## src/rtl/dtg_pkg.sv

```systemverilog
// ----------------------------------------------------------------------------
// dtg_pkg
// constants, sequencer states and polynomial coefficients of the tone generator
// ----------------------------------------------------------------------------
package dtg_pkg;

    localparam int PHASE_BITS      = 32;
    localparam int TABLE_ADDR_BITS = 10;
    localparam int OUTPUT_BITS     = 12;

    // register file
    localparam int STEP_W  = 32;
    localparam int AMP_W   = 16;
    localparam int CFG_IDX_W = 2;
    localparam int CFG_DATA_W = 32;

    localparam logic [CFG_IDX_W-1:0] CFG_STEP_LOW  = 2'd0;
    localparam logic [CFG_IDX_W-1:0] CFG_STEP_HIGH = 2'd1;
    localparam logic [CFG_IDX_W-1:0] CFG_AMPLITUDE = 2'd2;

    localparam logic [STEP_W-1:0] STEP_LOW_RST  = 32'd187904819;
    localparam logic [STEP_W-1:0] STEP_HIGH_RST = 32'd236223201;
    localparam logic [AMP_W-1:0]  AMP_RST       = 16'd6554;

    // sine polynomial datapath
    localparam int ADDR_W = TABLE_ADDR_BITS + 2;
    localparam int X_W    = 30;
    localparam int X_PAD  = X_W - 1 - TABLE_ADDR_BITS;
    localparam int P_W    = 31;
    localparam int V_W    = 17;
    localparam int S_W    = 18;

    // shared multiplier
    localparam int MUL_A_W = 33;
    localparam int MUL_B_W = 31;
    localparam int PROD_W  = MUL_A_W + MUL_B_W;

    localparam logic [P_W-1:0] P_INIT      = 31'd3864;
    localparam logic [2:0]     HORNER_LAST = 3'd4;

    localparam logic [MUL_B_W-1:0] FULL_CODE = MUL_B_W'((1 << OUTPUT_BITS) - 1);
    localparam logic [34:0]        HALF_BIAS = 35'd2147483648;

    typedef enum logic [2:0] {
        ST_IDLE,
        ST_SQUARE,
        ST_HORNER,
        ST_ODD,
        ST_ROUND,
        ST_GAIN,
        ST_SCALE
    } t_state;

    // horner coefficients of the odd taylor series in q30, highest order first
    function automatic logic [P_W-1:0] horner_coef(input logic [2:0] idx);
        logic [P_W-1:0] c;
        case (idx)
            3'd0:    c = 31'd172272;
            3'd1:    c = 31'd5026995;
            3'd2:    c = 31'd85569306;
            3'd3:    c = 31'd693598668;
            3'd4:    c = 31'd1686629713;
            default: c = 31'd0;
        endcase
        return c;
    endfunction

endpackage

```

## src/rtl/dual_tone_generator.sv

```systemverilog
// ----------------------------------------------------------------------------
// dual_tone_generator
// two-tone direct digital synthesis producing unsigned dac codes
// ----------------------------------------------------------------------------
// input channel: i_valid / o_stall with i_tick. a transaction with i_tick = 1
// emits the sample of the current phases and then advances both phases by
// their steps; i_tick = 0 emits the same sample and leaves the phases alone.
// output channel: o_valid / i_stall with o_sample, held in an output register.
// config channel: i_cfg_valid / o_cfg_ready (always high), i_cfg_index and
// i_cfg_data; index 0 and 1 are the phase steps, 2 the amplitude, 3 ignored.
// both sines are evaluated by one shared 33x31 multiplier stepping through a
// polynomial sequence per tone (square, horner steps, odd term, rounding),
// then a gain step and a full-scale scaling and saturation step.
// o_valid rises when the scaling step loads the output register.
// o_stall is high while a sample is being computed.
// if the previous sample still waits under i_stall, the finished sample
// holds in the scaling step until the output register frees up.
// reset (synchronous, active low) clears phases, restores default steps
// and amplitude, and empties the output register.
module dual_tone_generator (
    input  logic                            i_clk,
    input  logic                            i_rst_n,
    input  logic                            i_valid,
    output logic                            o_stall,
    input  logic                            i_tick,
    output logic                            o_valid,
    input  logic                            i_stall,
    output logic [dtg_pkg::OUTPUT_BITS-1:0] o_sample,
    input  logic                            i_cfg_valid,
    output logic                            o_cfg_ready,
    input  logic [dtg_pkg::CFG_IDX_W-1:0]   i_cfg_index,
    input  logic [dtg_pkg::CFG_DATA_W-1:0]  i_cfg_data
);
    import dtg_pkg::*;

    t_state r_state, n_state;

    logic [STEP_W-1:0]     r_step_low, r_step_high;
    logic [AMP_W-1:0]      r_amp;
    logic [PHASE_BITS-1:0] r_phase_first, n_phase_first;
    logic [PHASE_BITS-1:0] r_phase_second, n_phase_second;
    logic [ADDR_W-1:0]     r_addr_first, n_addr_first;
    logic [ADDR_W-1:0]     r_addr_second, n_addr_second;
    logic                  r_tone, n_tone;
    logic [2:0]            r_hcnt, n_hcnt;
    logic [X_W-1:0]        r_x2, n_x2;
    logic [P_W-1:0]        r_p, n_p;
    logic signed [S_W-1:0] r_s, n_s;
    logic [MUL_A_W-1:0]    r_t, n_t;
    logic                  r_tneg, n_tneg;
    logic                  r_out_valid, n_out_valid;
    logic [OUTPUT_BITS-1:0] r_sample, n_sample;

    logic                    in_accept;
    logic                    can_load;
    logic [ADDR_W-1:0]       cur_addr;
    logic [1:0]              quad;
    logic [TABLE_ADDR_BITS-1:0] k_idx;
    logic [X_W-1:0]          x_val;
    logic [MUL_A_W-1:0]      mul_a;
    logic [MUL_B_W-1:0]      mul_b;
    logic [PROD_W-1:0]       prod;
    logic [31:0]             p_round;
    logic [V_W-1:0]          v_val;
    logic [S_W-1:0]          s_abs;
    logic [34:0]             t_full;
    logic [31:0]             q_val;
    logic [63:0]             step_low_wide, step_high_wide;

    assign in_accept = i_valid && !o_stall;
    assign can_load  = !r_out_valid || !i_stall;

    assign step_low_wide  = {32'b0, r_step_low};
    assign step_high_wide = {32'b0, r_step_high};

    // table address of the tone in work, mirrored in odd quadrants
    assign cur_addr = r_tone ? r_addr_second : r_addr_first;
    assign quad     = cur_addr[ADDR_W-1 -: 2];
    assign k_idx    = quad[0] ? ~cur_addr[TABLE_ADDR_BITS-1:0]
                              : cur_addr[TABLE_ADDR_BITS-1:0];
    assign x_val    = {k_idx, 1'b1, {X_PAD{1'b0}}};

    assign prod    = {{MUL_B_W{1'b0}}, mul_a} * {{MUL_A_W{1'b0}}, mul_b};
    assign p_round = {1'b0, r_p} + 32'd16384;
    assign v_val   = p_round[31:15];
    assign s_abs   = r_s[S_W-1] ? S_W'(-r_s) : S_W'(r_s);
    assign q_val   = prod[63:32];

    // next state
    always_comb begin
        n_state = r_state;
        case (r_state)
            ST_IDLE:   if (in_accept) n_state = ST_SQUARE;
            ST_SQUARE: n_state = ST_HORNER;
            ST_HORNER: if (r_hcnt == HORNER_LAST) n_state = ST_ODD;
            ST_ODD:    n_state = ST_ROUND;
            ST_ROUND:  n_state = r_tone ? ST_GAIN : ST_SQUARE;
            ST_GAIN:   n_state = ST_SCALE;
            ST_SCALE:  if (can_load) n_state = ST_IDLE;
            default:   n_state = ST_IDLE;
        endcase
    end

    // datapath and multiplier operand selection
    always_comb begin
        n_phase_first  = r_phase_first;
        n_phase_second = r_phase_second;
        n_addr_first   = r_addr_first;
        n_addr_second  = r_addr_second;
        n_tone         = r_tone;
        n_hcnt         = r_hcnt;
        n_x2           = r_x2;
        n_p            = r_p;
        n_s            = r_s;
        n_t            = r_t;
        n_tneg         = r_tneg;
        n_sample       = r_sample;
        n_out_valid    = r_out_valid && i_stall;
        mul_a          = '0;
        mul_b          = '0;
        t_full         = '0;
        case (r_state)
            ST_IDLE: begin
                if (in_accept) begin
                    n_addr_first  = r_phase_first[PHASE_BITS-1 -: ADDR_W];
                    n_addr_second = r_phase_second[PHASE_BITS-1 -: ADDR_W];
                    n_tone        = 1'b0;
                    n_s           = '0;
                    if (i_tick) begin
                        n_phase_first  = r_phase_first + step_low_wide[PHASE_BITS-1:0];
                        n_phase_second = r_phase_second + step_high_wide[PHASE_BITS-1:0];
                    end
                end
            end
            ST_SQUARE: begin
                mul_a  = MUL_A_W'(x_val);
                mul_b  = MUL_B_W'(x_val);
                n_x2   = prod[59:30];
                n_p    = P_INIT;
                n_hcnt = '0;
            end
            ST_HORNER: begin
                mul_a  = MUL_A_W'(r_x2);
                mul_b  = r_p;
                n_p    = horner_coef(r_hcnt) - prod[60:30];
                n_hcnt = r_hcnt + 3'd1;
            end
            ST_ODD: begin
                mul_a = MUL_A_W'(x_val);
                mul_b = r_p;
                n_p   = prod[60:30];
            end
            ST_ROUND: begin
                // negative half of the turn subtracts
                if (quad[1]) n_s = r_s - $signed({1'b0, v_val});
                else         n_s = r_s + $signed({1'b0, v_val});
                n_tone = 1'b1;
            end
            ST_GAIN: begin
                mul_a = MUL_A_W'(s_abs);
                mul_b = MUL_B_W'(r_amp);
                if (r_s[S_W-1]) t_full = HALF_BIAS - {2'b0, prod[32:0]};
                else            t_full = HALF_BIAS + {2'b0, prod[32:0]};
                n_tneg = t_full[34];
                n_t    = t_full[MUL_A_W-1:0];
            end
            ST_SCALE: begin
                mul_a = r_t;
                mul_b = FULL_CODE;
                if (can_load) begin
                    n_out_valid = 1'b1;
                    if (r_tneg)                          n_sample = '0;
                    else if (q_val > 32'(FULL_CODE))     n_sample = OUTPUT_BITS'(FULL_CODE);
                    else                                 n_sample = q_val[OUTPUT_BITS-1:0];
                end
            end
            default: begin
                n_out_valid = r_out_valid && i_stall;
            end
        endcase
    end

    always_ff @(posedge i_clk) begin
        if (!i_rst_n) begin
            r_state        <= ST_IDLE;
            r_phase_first  <= '0;
            r_phase_second <= '0;
            r_out_valid    <= 1'b0;
            r_tone         <= 1'b0;
            r_hcnt         <= '0;
        end else begin
            r_state        <= n_state;
            r_phase_first  <= n_phase_first;
            r_phase_second <= n_phase_second;
            r_out_valid    <= n_out_valid;
            r_tone         <= n_tone;
            r_hcnt         <= n_hcnt;
        end
    end

    always_ff @(posedge i_clk) begin
        r_addr_first  <= n_addr_first;
        r_addr_second <= n_addr_second;
        r_x2          <= n_x2;
        r_p           <= n_p;
        r_s           <= n_s;
        r_t           <= n_t;
        r_tneg        <= n_tneg;
        r_sample      <= n_sample;
    end

    // register file
    always_ff @(posedge i_clk) begin
        if (!i_rst_n) begin
            r_step_low  <= STEP_LOW_RST;
            r_step_high <= STEP_HIGH_RST;
            r_amp       <= AMP_RST;
        end else if (i_cfg_valid && o_cfg_ready) begin
            case (i_cfg_index)
                CFG_STEP_LOW:  r_step_low  <= i_cfg_data[STEP_W-1:0];
                CFG_STEP_HIGH: r_step_high <= i_cfg_data[STEP_W-1:0];
                CFG_AMPLITUDE: r_amp       <= i_cfg_data[AMP_W-1:0];
                default: begin
                    r_amp <= r_amp;
                end
            endcase
        end
    end

    assign o_stall     = (r_state != ST_IDLE);
    assign o_valid     = r_out_valid;
    assign o_sample    = r_sample;
    assign o_cfg_ready = 1'b1;

endmodule

```

## config.mk

```make
export PLATFORM = sky130hd
export DESIGN_NAME = dual_tone_generator
export DESIGN_NICKNAME = d
export VERILOG_FILES = /design/src/rtl/dtg_pkg.sv /design/src/rtl/dual_tone_generator.sv
export SDC_FILE = /design/constraint.sdc
export NUM_CORES = 2
export LEC_CHECK = 0
export ABC_AREA = 1
export BUFFER_PORTS_ARGS = -buffer_cell sky130_fd_sc_hd__buf_2
export CELL_PAD_IN_SITES_DETAIL_PLACEMENT = 1
export CELL_PAD_IN_SITES_GLOBAL_PLACEMENT = 2
export CORE_UTILIZATION = 37
export DETAILED_ROUTE_END_ITERATION = 8
export PLACE_DENSITY = 0.87
export SLEW_MARGIN = 25
export SYNTH_ARGS = -nofsm -noshare
export SYNTH_HDL_FRONTEND = slang
export SYNTH_SLANG_ARGS = --single-unit
export TNS_END_PERCENT = 1
```

## constraint.sdc

```tcl
create_clock -name i_clk -period 13.3 [get_ports i_clk]
set_clock_uncertainty 0.2 [all_clocks]
set_input_delay 2.66 -clock i_clk [delete_from_list [all_inputs] [get_ports i_clk]]
set_output_delay 2.66 -clock i_clk [all_outputs]
set_load 0.05 [all_outputs]
```

==> metrics.yaml <==
critical_path:
  arrival_ns: 12.69
  reg2reg_depth: 45
  r2r_start: "r_state[2]$_SDFFE_PN0P_"
  cp-start-kind: "flop"
  critPathLaunch: "r_state[2]$_SDFFE_PN0P_"
  worstSetupPathType: "reg -> reg"
  cp-endpoint: "r_p[19]$_DFFE_PP_"
  rrSetupSlack_ns: 0.70
  end_kind: "flop"
  slowest_stage: "clkinv_1"
  crit_path_max_incr_delay_ns: 0.91
  r2r-end: "r_p[19]$_DFFE_PP_"
  crit_fanout: 25
  cp.required_ns: 13.39
  crit_path_frequent_cell: "nor2_1"
cts:
  cts_num_sinks: 301
  worst_setup_hold_path_clk_slew_ns: 0.07
  clock_path_buffers: 3
  cts_tree: "done"
  cts_buffers: 36
  cts_root_buffer: "clkbuf_16"
  htree_num_levels: 2
  clk_latency_ns: 0.57
synthesis:
  yosys.area.top_type_share_pct: 34.3
  yosys.area.top_type: "fa_1"
  syn_avg_cell_area_um2: 7.88
  ys.flop_type: "dfxtp_1"
  synth_area_leaders: "fa_1 34%, nand2_1 10%, inv_1 10%"
  synthCells: 6647
  ys_seq_area_share_pct: 14.3
  yosysUniqueCellTypes: 71
  synth_edf_count: 149
  syn_area_mm2: 0.0524
  async_flop_share_pct: 0
  ys_warn_count: 0
  ys_ff_latch: 301
  synthTopCellsByCount: "1464 x nand2_1, 1419 x inv_1, 899 x fa_1"
  yosysMostFrequentCell: "nand2_1"
hold_path:
  holdCritPathClass: "reg -> reg"
placement:
  dp.final_hpwl_um: 164000
  preCtsSetupSlack_ns: 0.585
  portBuffers: 53
  routabilityCongestion: 1.00
  postPlaceCellArea_mm2: 0.0552
timing:
  rsz0062_at_grt: "no"
  finalHoldViolations: 0
  tns_ns: 0
  finalWorstSetupSlack_ns: 0.701
  timing.final.crit_share_pct: 94.7
  fmax_mhz: 79.4
  tightest_slew_ns: 1.07
  max-slew-margin-rel_pct: 28.8
  period_needed_ns: 12.60
  setup_violations: 0
  drv_slew: 0
flow_run:
  cap_violations: 0
drt:
  dr.first_iter.drc_count: 2881
  routedWlPerCell_um: 22.9
  ant_nets: 0
  firstDrtPassIters: 5
  via_count: 44667
  drcViolationCount: 0
  vias_per_cell: 5.21
  drt_wl_total_um: 196000
cells_and_area:
  area_delta_synth_final_pct: 7.73
  design_area_mm2: 0.0564
  finalNetCount: 7979
  drive_above_1_share_pct: 6.00
  post-route-util_pct: 40.3
  fillers: 17233
die:
  die_area_mm2: 0.143
  num_rows: 137
  pin_count: 55
  core_mm2: 0.140
  dieHeight_um: 378
  start_util_pct: 37.4
  die_w_um: 378
global_route:
  grt.overflow.total: 0
  grt.total_usage_pct: 27.9
  grt_max_degree: 95
  antenna_found_initial: 6
  grt_pass1_wl_um: 300000
  first_global_vias: 49199
status:
  run_status: "finished, final reports clean"
cell type report:
class                   instances  area (um2)  share of cell area, %
multi-input cells            4720       38900                   68.9
well taps                    1876        2350                   4.16
flip-flops and latches        301        7520                   13.3
clock inverters                20         210                  0.372
repair buffers                156        1040                   1.85
inverters                    1454        5460                   9.68
clock buffers                  45         965                   1.71
diodes                          4        10.0                 0.0177
kinds of logic (layout without fill, tap and decap cells):
group           Yosys count  after routing  share of synthesized area, %
other cells               2             62                        0.0143
xor+xnor                149            149                          2.58
flops                   301            301                          14.3
compound gates          660            660                          7.28
simple gates           2573           2573                          20.3
mux                      10             10                         0.191
fa+ha+maj              1270           1270                          43.2
buf+inv                1682           1675                          12.1
per-layer routing:
metal | GRT usage (%) | vias to the layer above | routed length (um)
met1 | 36.2 | 22948 | 82600
met3 | 3.91 | 374 | 11900
met5 | 0 | - | 43
met2 | 46.5 | 1284 | 91900
li1 | - | 20055 | -
met4 | 11.4 | 6 | 9710
layout by cell type, fill, tap and decap left out, types with 7 or more instances in the layout:
master,Yosys,layout
nand2_4,6,7
nand4_1,33,33
buf_2,11,52
o21bai_1,40,40
edfxtp_1,149,149
xnor2_1,48,48
inv_1,1419,1417
nand3b_1,8,8
or2_2,15,15
nand3_2,18,18
buf_4,3,102
nor4_1,12,12
dfxtp_1,152,152
nand2_2,35,36
nor2_1,687,681
mux2i_1,10,10
o21ai_1,25,20
nor2_2,33,38
o211ai_1,15,15
o21ai_0,205,202
ha_1,371,371
nor2_4,6,7
clkbuf_16,0,36
a21o_1,13,13
nor3_1,31,29
clkinv_1,14,18
xor2_1,96,95
a31oi_1,20,20
fa_1,899,899
nand2_1,1464,1462
conb_1,2,58
o221ai_1,15,12
nand3_1,210,210
inv_2,21,23
o21ai_2,1,8
o21a_1,18,18
a21oi_1,236,235
a22oi_1,25,25
nor3_2,5,7
state kept, by name (all words and copies together), names as in the netlist:
signal,cells
o_valid,1
r_state,3
r_s,18
r_tneg,1
r_p,31
o_sample,12
r_phase_second,32
r_step_low,32
r_amp,16
r_x2,30
r_hcnt,3
r_addr_second,12
r_t,33
r_phase_first,32
r_step_high,32
r_tone,1
r_addr_first,12
what timing repair did:
action                     CTS  global route
hold buffers                 0             0
buffers inserted             0             0
setup endpoints to repair    0            17
resized for setup            0             3
worst min-delay path by stage:
stage | from | end | slack [ns] | cells past startpoint
after floorplan | r_phase_second[31]$_SDFFE_PN0P_ | r_addr_second[11]$_DFFE_PP_ | 0.21 | 0
after global placement | r_phase_second[31]$_SDFFE_PN0P_ | r_addr_second[11]$_DFFE_PP_ | 0.22 | 0
after detailed placement | r_phase_second[31]$_SDFFE_PN0P_ | r_addr_second[11]$_DFFE_PP_ | 0.21 | 0
after CTS | r_phase_second[31]$_SDFFE_PN0P_ | r_addr_second[11]$_DFFE_PP_ | 0.23 | 0
after global routing | r_phase_second[31]$_SDFFE_PN0P_ | r_addr_second[11]$_DFFE_PP_ | 0.24 | 0
final | r_phase_second[31]$_SDFFE_PN0P_ | r_addr_second[11]$_DFFE_PP_ | 0.23 | 0
critical path: cells and delay by family (launching register included):
family,cells,cell delay (ns)
AND/OR/NAND/NOR,21,3.49
flip-flops,1,0.57
adder cells (fa/ha/maj),10,4.52
XOR/XNOR,1,0.44
AO/OA/AOI/OAI,6,1.07
buffers and inverters,7,1.96
through the flow:
stage | hold WS, ns | instances
after floorplan | 0.208 | 6703
after global placement | 0.220 | 8505
after detailed placement | 0.215 | 8506
after CTS | 0.229 | 8571
after global routing | 0.238 | 8573
final | 0.230 | 8576
Power is left out: the tool's default activity adds up to more than one toggle a clock period on the data nets, which glitch-free logic cannot reach.
